==> src/rtl/lh_pkg.sv <==
// ----------------------------------------------------------------------------
// lh_pkg
// Shared constants, codes and types of the dual-scale latency histogram.
// ----------------------------------------------------------------------------
`default_nettype none

package lh_pkg;

  // Histogram geometry.
  localparam int unsigned BUCKETS = 2048;
  localparam int unsigned HIST_AW = $clog2(BUCKETS);

  // Field widths.
  localparam int unsigned OP_W     = 2;
  localparam int unsigned SEC_W    = 32;
  localparam int unsigned NSEC_W   = 30;
  localparam int unsigned IDX_W    = 11;
  localparam int unsigned STAT_W   = 3;
  localparam int unsigned DELTA_W  = 63;
  localparam int unsigned SLOW_W   = 62;
  localparam int unsigned CNT_W    = 32;
  localparam int unsigned WIDTH_W  = 16;

  // A quotient below BUCKETS means the delta is below BUCKETS * width.
  localparam int unsigned DVD_W    = HIST_AW + WIDTH_W;
  localparam int unsigned IDXC_W   = ((HIST_AW > IDX_W) ? HIST_AW : IDX_W) + 1;

  // Configuration port.
  localparam int unsigned CFG_IDX_W  = 8;
  localparam int unsigned CFG_DATA_W = 16;

  localparam logic [NSEC_W-1:0]  NS_PER_SEC   = 30'd1000000000;
  localparam logic [WIDTH_W-1:0] FINE_RESET   = 16'd1;
  localparam logic [WIDTH_W-1:0] COARSE_RESET = 16'd250;

  typedef enum logic [OP_W-1:0] {
    OP_RECORD = 2'd0,
    OP_READ   = 2'd1,
    OP_CLEAR  = 2'd2
  } op_t;

  typedef enum logic [STAT_W-1:0] {
    ST_RECORDED  = 3'd0,
    ST_DUPLICATE = 3'd1,
    ST_BACKWARDS = 3'd2,
    ST_READ_DONE = 3'd3,
    ST_CLEARED   = 3'd4
  } stat_t;

  typedef enum logic [CFG_IDX_W-1:0] {
    REG_FINE_BUCKET   = 8'd0,
    REG_COARSE_BUCKET = 8'd1
  } reg_idx_t;

  typedef enum logic [3:0] {
    S_SWEEP,
    S_IDLE,
    S_MUL_LO,
    S_MUL_HI,
    S_SUM,
    S_CHECK,
    S_DIV,
    S_RMW_RD,
    S_RMW_WR,
    S_READ,
    S_READ_WAIT,
    S_DONE
  } fsm_t;

  typedef struct packed {
    logic busy;
    logic done;
  } div_stat_t;

endpackage

`default_nettype wire

==> src/rtl/lh_div.sv <==
// ----------------------------------------------------------------------------
// lh_div
// Two-lane restoring divider, one quotient bit per lane and cycle.
// ----------------------------------------------------------------------------
`default_nettype none

module lh_div (
  input  logic                         clk,
  input  logic                         rst,
  input  logic                         start,
  input  logic [lh_pkg::DVD_W-1:0]     dvd_f,
  input  logic [lh_pkg::DVD_W-1:0]     dvd_c,
  input  logic [lh_pkg::WIDTH_W-1:0]   dsr_f,
  input  logic [lh_pkg::WIDTH_W-1:0]   dsr_c,
  output lh_pkg::div_stat_t            stat,
  output logic [lh_pkg::HIST_AW-1:0]   q_f,
  output logic [lh_pkg::HIST_AW-1:0]   q_c
);
  import lh_pkg::*;

  localparam int unsigned CW = $clog2(HIST_AW + 1);

  // The quotient is only used when it fits in HIST_AW bits; then the upper
  // WIDTH_W bits already form a remainder below the divisor.
  function automatic logic [WIDTH_W:0] div_step(input logic [WIDTH_W-1:0] rem,
                                                input logic                nbit,
                                                input logic [WIDTH_W-1:0] dsr);
    logic [WIDTH_W:0] trial;
    logic [WIDTH_W:0] diff;
    trial = {rem, nbit};
    diff  = trial - {1'b0, dsr};
    if (trial >= {1'b0, dsr}) begin
      div_step = {1'b1, diff[WIDTH_W-1:0]};
    end else begin
      div_step = {1'b0, trial[WIDTH_W-1:0]};
    end
  endfunction

  logic [WIDTH_W-1:0] rem_f, rem_c;
  logic [HIST_AW-1:0] sh_f, sh_c;
  logic [CW-1:0]      cnt;
  logic               busy, done;
  logic [WIDTH_W:0]   step_f, step_c;

  assign step_f = div_step(rem_f, sh_f[HIST_AW-1], dsr_f);
  assign step_c = div_step(rem_c, sh_c[HIST_AW-1], dsr_c);

  always_ff @(posedge clk) begin
    if (rst) begin
      busy <= 1'b0;
      done <= 1'b0;
      cnt  <= '0;
    end else begin
      done <= 1'b0;
      if (start) begin
        busy <= 1'b1;
        cnt  <= CW'(HIST_AW);
      end else if (busy) begin
        cnt <= cnt - 1'b1;
        if (cnt == CW'(1)) begin
          busy <= 1'b0;
          done <= 1'b1;
        end
      end
    end
  end

  always_ff @(posedge clk) begin
    if (start) begin
      rem_f <= dvd_f[DVD_W-1:HIST_AW];
      rem_c <= dvd_c[DVD_W-1:HIST_AW];
      sh_f  <= dvd_f[HIST_AW-1:0];
      sh_c  <= dvd_c[HIST_AW-1:0];
    end else if (busy) begin
      rem_f <= step_f[WIDTH_W-1:0];
      rem_c <= step_c[WIDTH_W-1:0];
      sh_f  <= {sh_f[HIST_AW-2:0], step_f[WIDTH_W]};
      sh_c  <= {sh_c[HIST_AW-2:0], step_c[WIDTH_W]};
    end
  end

  assign stat.busy = busy;
  assign stat.done = done;
  assign q_f       = sh_f;
  assign q_c       = sh_c;

endmodule

`default_nettype wire
==> config.mk <==
export PLATFORM = sky130hd
export DESIGN_NAME = lh_div
export DESIGN_NICKNAME = d
export VERILOG_FILES = /design/src/rtl/lh_pkg.sv /design/src/rtl/lh_div.sv
export SDC_FILE = /design/constraint.sdc
export NUM_CORES = 1
export LEC_CHECK = 0
export BUFFER_PORTS_ARGS = -buffer_cell sky130_fd_sc_hd__buf_2
export CAP_MARGIN = 10
export CORE_UTILIZATION = 59
export CTS_CLUSTER_DIAMETER = 150
export DETAILED_ROUTE_END_ITERATION = 10
export PLACE_DENSITY = 0.83
export SYNTH_ARGS = -nofsm -noshare
export SYNTH_HDL_FRONTEND = slang
export SYNTH_SLANG_ARGS = --single-unit
==> constraint.sdc <==
create_clock -name clk -period 4 [get_ports clk]
set_input_delay 0.2 -clock clk [delete_from_list [all_inputs] [get_ports clk]]
set_output_delay 0.2 -clock clk [all_outputs]
set_load 0.01 [all_outputs]
==> flow_summary_export.csv, run 1 <==
group,metric,value,unit
worst_setup_path,path_delay_family,"compound AO/OA/AOI/OAI gates",
synth,muxShareOfSynthArea,8.14,%
worst_setup_path,rr_startpoint,"q_c[10]",
place,globalplace.congestion,0.885,
detailed_routing,firstDrtPassIters,4,
sta,worst_clock_skew,0.0118,ns
cts,cts_tree,"built",
status,outcome,"complete, no violations",
sta,worst_slew_pin_slew,0.678,ns
synth,synth_area_leaders,"edfxtp_1, ha_1, mux2_2",
synth,ys_types,63,
detailed_routing,routedWlPerCell,15.2,um
cts,htree_levels,3,
synth,synth_compound_gate_area_share,18.2,%
sta,report.final.slew_viol_count,0,
place,io_buffer_count,112,
worst_setup_path,end_kind,"flop",
worst_setup_path,cp_num_buf_inv,2,
global_routing,grt_usage,26.6,%
sta,setup-tns-final,0,ns
worst_setup_path,slowest_delay,0.44,ns
die,core,7370,sq um
synth,netlist_instances,478,
worst_setup_path,path_class,"flop to flop",
detailed_routing,ant_nets,0,
synth,synth_ff_type,"edfxtp_1",
synth,yosys.area_share.simple,14.2,%
detailed_routing,drt_first_iter_violations,179,
global_routing,grt_pass1_vias,3858,
layout,stdcell_count,688,
synth,syn_area,4580,sq um
detailed_routing,vias,3934,
sta,rsz0062_at_grt,"false",
power,p_per_area,518,nW/um^2
worst_setup_path,reg2reg_slack,0.94,ns
synth,ys_ff_latch,60,
detailed_routing,route.detailed.drc,0,
die,io_pins,113,
sta,fmax,327,MHz
layout,antenna_cells,0,
die,design.die.area,8120,sq um
synth,syn_area_per_cell,9.59,sq um
worst_setup_path,crit_required,4.15,ns
worst_setup_path,critPathLaunchType,"flop",
sta,min_period,3.06,ns
sta,relSlewSlack,54.8,%
worst_hold_path,worstHoldEndpoint,"cnt[0]",
layout,finalNetCount,709,
worst_setup_path,worstReg2RegEnd,"rem_c[14]",
power,p_leak,2.40,nW
synth,yosys_warnings,0,
cts,cts-resized-gates,0,
worst_hold_path,hold_class,"primary input to flop",
die,start_util,62.2,%
cts,cts_hold_buf,0,
synth,yosysTopAreaCell,"edfxtp_1",
sta,setup_violations,0,
sta,fin_crit_sh,76.5,%
worst_setup_path,arrival,3.21,ns
sta,timing.hold.ws,0.100,ns
detailed_routing,drt-total-wl,10.5,mm
die,fp.dieH,90.1,um
worst_hold_path,worstHoldPathCells,2,
synth,yosysMostFrequentCell,"edfxtp_1",
place,dpl.hpwl,7.88,mm
cts,clock-sinks,60,
cts,path_clk_slew,0.07,ns
job,cap_violations,0,
die,die_w,90.1,um
cts,post-cts-setup-buffers,0,
synth,synthArstFlopShare,0,%
synth,synthXorXnorAreaFrac,5.35,%
place,dp.cells,672,
die,fp-row-count,31,
cts,clock_latency,0.34,ns
cts,clk_path_buf_depth,2,
global_routing,antenna_found_initial,0,
synth,syn_nets,603,
cts,cts_made_buffers,9,
sta,finalHoldViolCount,0,
layout,synthToLayoutAreaGrowth,16.8,%
worst_setup_path,crit_chain,"inv_1 > ha_1 > inv_1 > fa_1 > a21oi_1 > o221ai_1 > a221o_1 > a221o_1 > a21oi_1 > xor2_1 > o31ai_1",
worst_setup_path,worst-path-max-fanout,3,
synth,synth_edf_count,54,
layout,drive_gt1_share,28.2,%
power,ir_drop,0.300,mV
worst_setup_path,cp_slowest_cell,"edfxtp_1",
worst_setup_path,worstRegToRegCells,11,
detailed_routing,vias_per_cell,5.72,
global_routing,overflow,0,
synth,synth_top_area_share,35.4,%
worst_hold_path,hp-start,"rst",
synth,yosys-top-cells-count,"edfxtp_1, inv_1, nand2_1",
synth,synthAdderAreaFrac,10.2,%
cts,clock-root-buffer,"clkbuf_8",
global_routing,grt_pass1_wl,17.4,mm
global_routing,grt_max_degree,60,
synth,synth_top_family_by_area,"compound AO/OA/AOI/OAI gates",
synth,synth_seq_area_share,38.0,%
metal layers:
layer	wire length (um)	part of all wire, %	track usage [%]	up-vias
li1	-	-	-	1959
met4	118	1.1	9.41	0
met5	0	0	0	-
met2	4970	48	43.2	140
met3	645	6.2	5.58	11
met1	4720	45	35.2	1824
worst max path at each step:
stage,from,to,cells after the start
after floorplan,q_c[10],rem_c[14],11
after global placement,q_c[10],rem_c[14],11
after detailed placement,q_c[10],rem_c[14],11
after CTS,q_c[10],rem_c[14],11
after global routing,q_c[10],rem_c[14],11
final,q_c[10],rem_c[14],11
final cells by class:
cell class / instances / area, sq um
multi-input combinational: 353 / 2570
fill: 559 / 2020
sequential: 60 / 1740
timing repair buffer: 116 / 591
inverter: 44 / 165
clock buffer: 11 / 131
tap: 99 / 124
clock inverter: 5 / 28.8
registers in the layout, indices dropped and copies added, names as in the netlist:
| signal | cells |
|---|---|
| rem_c | 16 |
| rem_f | 16 |
| cnt | 4 |
| busy | 1 |
| done | 1 |
| q_c | 11 |
| q_f | 11 |
per-stage QoR:
stage | area (sq um) | utilization (%) | worst slack (ns) | total power [mW]
2_1_floorplan | 4580 | - | 1.26 | 2.01
3_3_place_gp | 5190 | 70.4 | 1.04 | 2.24
3_5_place_dp | 5190 | 70.4 | 0.984 | 2.30
4_1_cts | 5350 | 72.6 | 0.941 | 2.77
5_1_grt | 5350 | 72.6 | 0.667 | 2.97
6_report | 5350 | 72.6 | 0.938 | 2.77
cells by family (layout without fill, tap and decap cells):
family	Yosys count	in the layout
flip-flops	60	60
AND/OR/NAND/NOR	132	132
multiplexers	34	34
buffers and inverters	65	176
XOR/XNOR	28	28
AO/OA/AOI/OAI	123	123
adder cells (fa/ha/maj)	36	36
power by group:
part	switching [mW]	internal (mW)
logic	0.757	0.610
clock network	0.248	0.221
registers	0.0752	0.860
total	1.08	1.69
placed cells by master, fill, tap and decap left out, types with 4 or more instances in the layout:
cell type	instances
o21ai_0	20
o31ai_1	4
inv_1	44
o21ai_1	7
nor2_1	32
a21o_1	11
nand4_1	6
buf_4	4
nor2b_1	8
mux2_2	26
nand3b_1	5
buf_2	112
dfxtp_1	6
a31oi_1	5
nand2b_1	4
xor2_1	11
mux2i_1	8
nand2_1	38
ha_1	34
a21oi_1	37
clkbuf_8	9
nand3_1	10
nor3_1	10
xnor2_1	17
edfxtp_1	54
(Power assumes the default switching activity.)
==> inputs of run 2 (changes only) <==
--- a/config.mk
+++ b/config.mk
@@ -5,12 +5,13 @@
 export SDC_FILE = /design/constraint.sdc
 export NUM_CORES = 1
 export LEC_CHECK = 0
+export ABC_AREA = 1
 export BUFFER_PORTS_ARGS = -buffer_cell sky130_fd_sc_hd__buf_2
 export CAP_MARGIN = 10
-export CORE_UTILIZATION = 59
+export CORE_UTILIZATION = 56
 export CTS_CLUSTER_DIAMETER = 150
 export DETAILED_ROUTE_END_ITERATION = 10
-export PLACE_DENSITY = 0.83
+export PLACE_DENSITY = 0.78
 export SYNTH_ARGS = -nofsm -noshare
 export SYNTH_HDL_FRONTEND = slang
 export SYNTH_SLANG_ARGS = --single-unit
==> constraint.sdc (replaced) <==
create_clock -name clk -period 3.12 [get_ports clk]
set_input_delay 0.156 -clock clk [delete_from_list [all_inputs] [get_ports clk]]
set_output_delay 0.156 -clock clk [all_outputs]
set_load 0.01 [all_outputs]
==> flow_summary_export.csv, run 2 <==
group,metric,value,unit
die,core,8890,sq um
worst_setup_path,worstRegToRegCells,12,
worst_hold_path,hold_class,"primary input to flop",
cts,cts_made_buffers,9,
layout,synthToLayoutAreaGrowth,16.4,%
sta,fin_crit_sh,74.4,%
sta,rsz0062_at_grt,"false",
layout,design_area,6110,sq um
die,io_pins,113,
synth,ys_ff_latch,60,
sta,setup-tns-final,0,ns
layout,final_common_cell,"nand2_1",
synth,synth_ff_type,"edfxtp_1",
place,dp.cells,976,
worst_setup_path,crit_chain,"ha_1 > nand2_1 > inv_2 > nand2_1 > nand2_1 > nand2_1 > nand2_1 > nor2_4 > nand2_4 > nand2_1 > nand3_1 > nand2_1",
detailed_routing,route.met3.wl,819,um
sta,min_period,2.32,ns
place,globalplace.congestion,0.943,
detailed_routing,vias,5011,
layout,finalNetCount,1005,
worst_setup_path,path_delay_family,"simple AND/OR/NAND/NOR gates",
die,fp-row-count,34,
layout,stdcell_count,993,
global_routing,grt_pass1_vias,4901,
worst_setup_path,cp_num_buf_inv,1,
synth,syn_area,5250,sq um
detailed_routing,vias_per_cell,5.05,
cts,cts_hold_buf,1,
place,placed_area,5880,sq um
worst_hold_path,worstHoldPathCells,3,
detailed_routing,route.detailed.drc,0,
layout,utilization,68.8,%
place,place_ws,0.888,ns
power,finalPower,3.44,mW
cts,clock-sinks,60,
die,fp.dieH,98.9,um
worst_setup_path,crit_required,3.33,ns
cts,cts-resized-gates,0,
layout,drive_gt1_share,18.2,%
worst_setup_path,cp_slowest_cell,"edfxtp_1",
detailed_routing,drt-total-wl,12.7,mm
global_routing,antenna_found_initial,0,
cts,clock_latency,0.35,ns
synth,ys_types,39,
synth,synth_top_area_share,30.9,%
die,start_util,59.1,%
cts,post-cts-setup-buffers,0,
synth,yosysMostFrequentCell,"nand2_1",
detailed_routing,wl_met1,6.18,mm
synth,synth_edf_count,54,
die,design.die.area,9770,sq um
worst_setup_path,path_depth,12,
cts,clk_path_buf_depth,2,
sta,finalHoldViolCount,0,
synth,syn_area_per_cell,6.81,sq um
global_routing,overflow,0,
sta,worst_clock_skew,0.0128,ns
worst_setup_path,arrival,2.53,ns
detailed_routing,drt_first_iter_violations,299,
global_routing,grt_usage,27.4,%
sta,fin_ws,0.800,ns
cts,clock-root-buffer,"clkbuf_8",
sta,report.final.slew_viol_count,0,
synth,netlist_instances,772,
worst_setup_path,worst-path-max-fanout,18,
detailed_routing,top_layer,"met4",
worst_setup_path,cpMostUsedCell,"nand2_1",
synth,synth_seq_area_share,33.2,%
sta,timing.hold.ws,0.0753,ns
cts,cts_tree,"built",
synth,yosys_warnings,0,
synth,yosys-top-cells-count,"nand2_1, inv_1, edfxtp_1, nand3_1",
power,p_per_area,563,nW/um^2
layout,antenna_cells,0,
worst_setup_path,path_class,"flop to flop",
layout,final_cell_mix,"nand2_1, inv_1, buf_2, nand3_1, edfxtp_1",
worst_setup_path,end_kind,"flop",
synth,syn_nets,897,
detailed_routing,ant_nets,0,
global_routing,grt_max_degree,59,
sta,relSlewSlack,58.6,%
detailed_routing,routedWlPerCell,12.8,um
detailed_routing,dr_wl_met2,5.62,mm
worst_setup_path,slowest_delay,0.42,ns
synth,yosysTopAreaCell,"edfxtp_1",
global_routing,grt_pass1_wl,21.7,mm
power,p_leak,3.42,nW
die,die_w,98.9,um
sta,setup_violations,0,
synth,synth_area_leaders,"edfxtp_1, nand2_1, inv_1",
sta,fmax,431,MHz
power,ir_drop,0.381,mV
status,outcome,"complete, no violations",
cts,htree_levels,3,
layout,top_regs,"rem_c (16), rem_f (16)",
place,dpl.hpwl,9.45,mm
place,io_buffer_count,112,
sta,worst_slew_pin_slew,0.621,ns
synth,synthArstFlopShare,0,%
detailed_routing,firstDrtPassIters,7,
job,cap_violations,0,
worst_setup_path,critPathLaunchType,"flop",
cts,path_clk_slew,0.08,ns
==> run 2: worst paths after layout <==
path | from | to | slack, ns
max | rem_f[11] | rem_f[1] | 0.80
min | dvd_f[18] | rem_f[7] | 0.08
max reg2reg | rem_f[11] | rem_f[1] | 0.80
min reg2reg | cnt[3] | cnt[3] | 0.48
==> run 2: cell type report <==
cell class | count | area (sq um)
sequential | 60 | 1740
clock buffer | 9 | 124
multi-input combinational | 560 | 2910
tap | 108 | 135
timing repair buffer | 116 | 606
fill | 813 | 2780
clock inverter | 7 | 101
inverter | 133 | 499
==> run 2: layer usage <==
metal	vias up	GRT usage, %
met1	2232	37.4
met5	-	0
met4	0	7.46
met3	11	5.04
li1	2631	-
met2	137	44.7
==> run 2: worst register-to-register path, stage by stage, from the launching register on <==
cell and delay [ns]:
edfxtp_1 0.42, ha_1 0.37, nand2_1 0.12, inv_2 0.04
nand2_1 0.05, nand2_1 0.06, nand2_1 0.06, nand2_1 0.08
nor2_4 0.42, nand2_4 0.25, nand2_1 0.14, nand3_1 0.08
nand2_1 0.08
==> run 2: cell families after synthesis <==
kind of cell             Yosys count  synth area share, %
flip-flops                        60                 33.2
XOR/XNOR                          13                 2.17
buffers and inverters            152                 11.6
AO/OA/AOI/OAI                     35                 3.64
AND/OR/NAND/NOR                  476                 40.6
adder cells (fa/ha/maj)           36                 8.86
==> run 2: power by group <==
group | total (mW) | internal, mW | switching (mW)
combinational | 1.51 | 0.578 | 0.935
sequential | 1.12 | 1.04 | 0.0736
clock | 0.813 | 0.454 | 0.360
total | 3.44 | 2.08 | 1.37
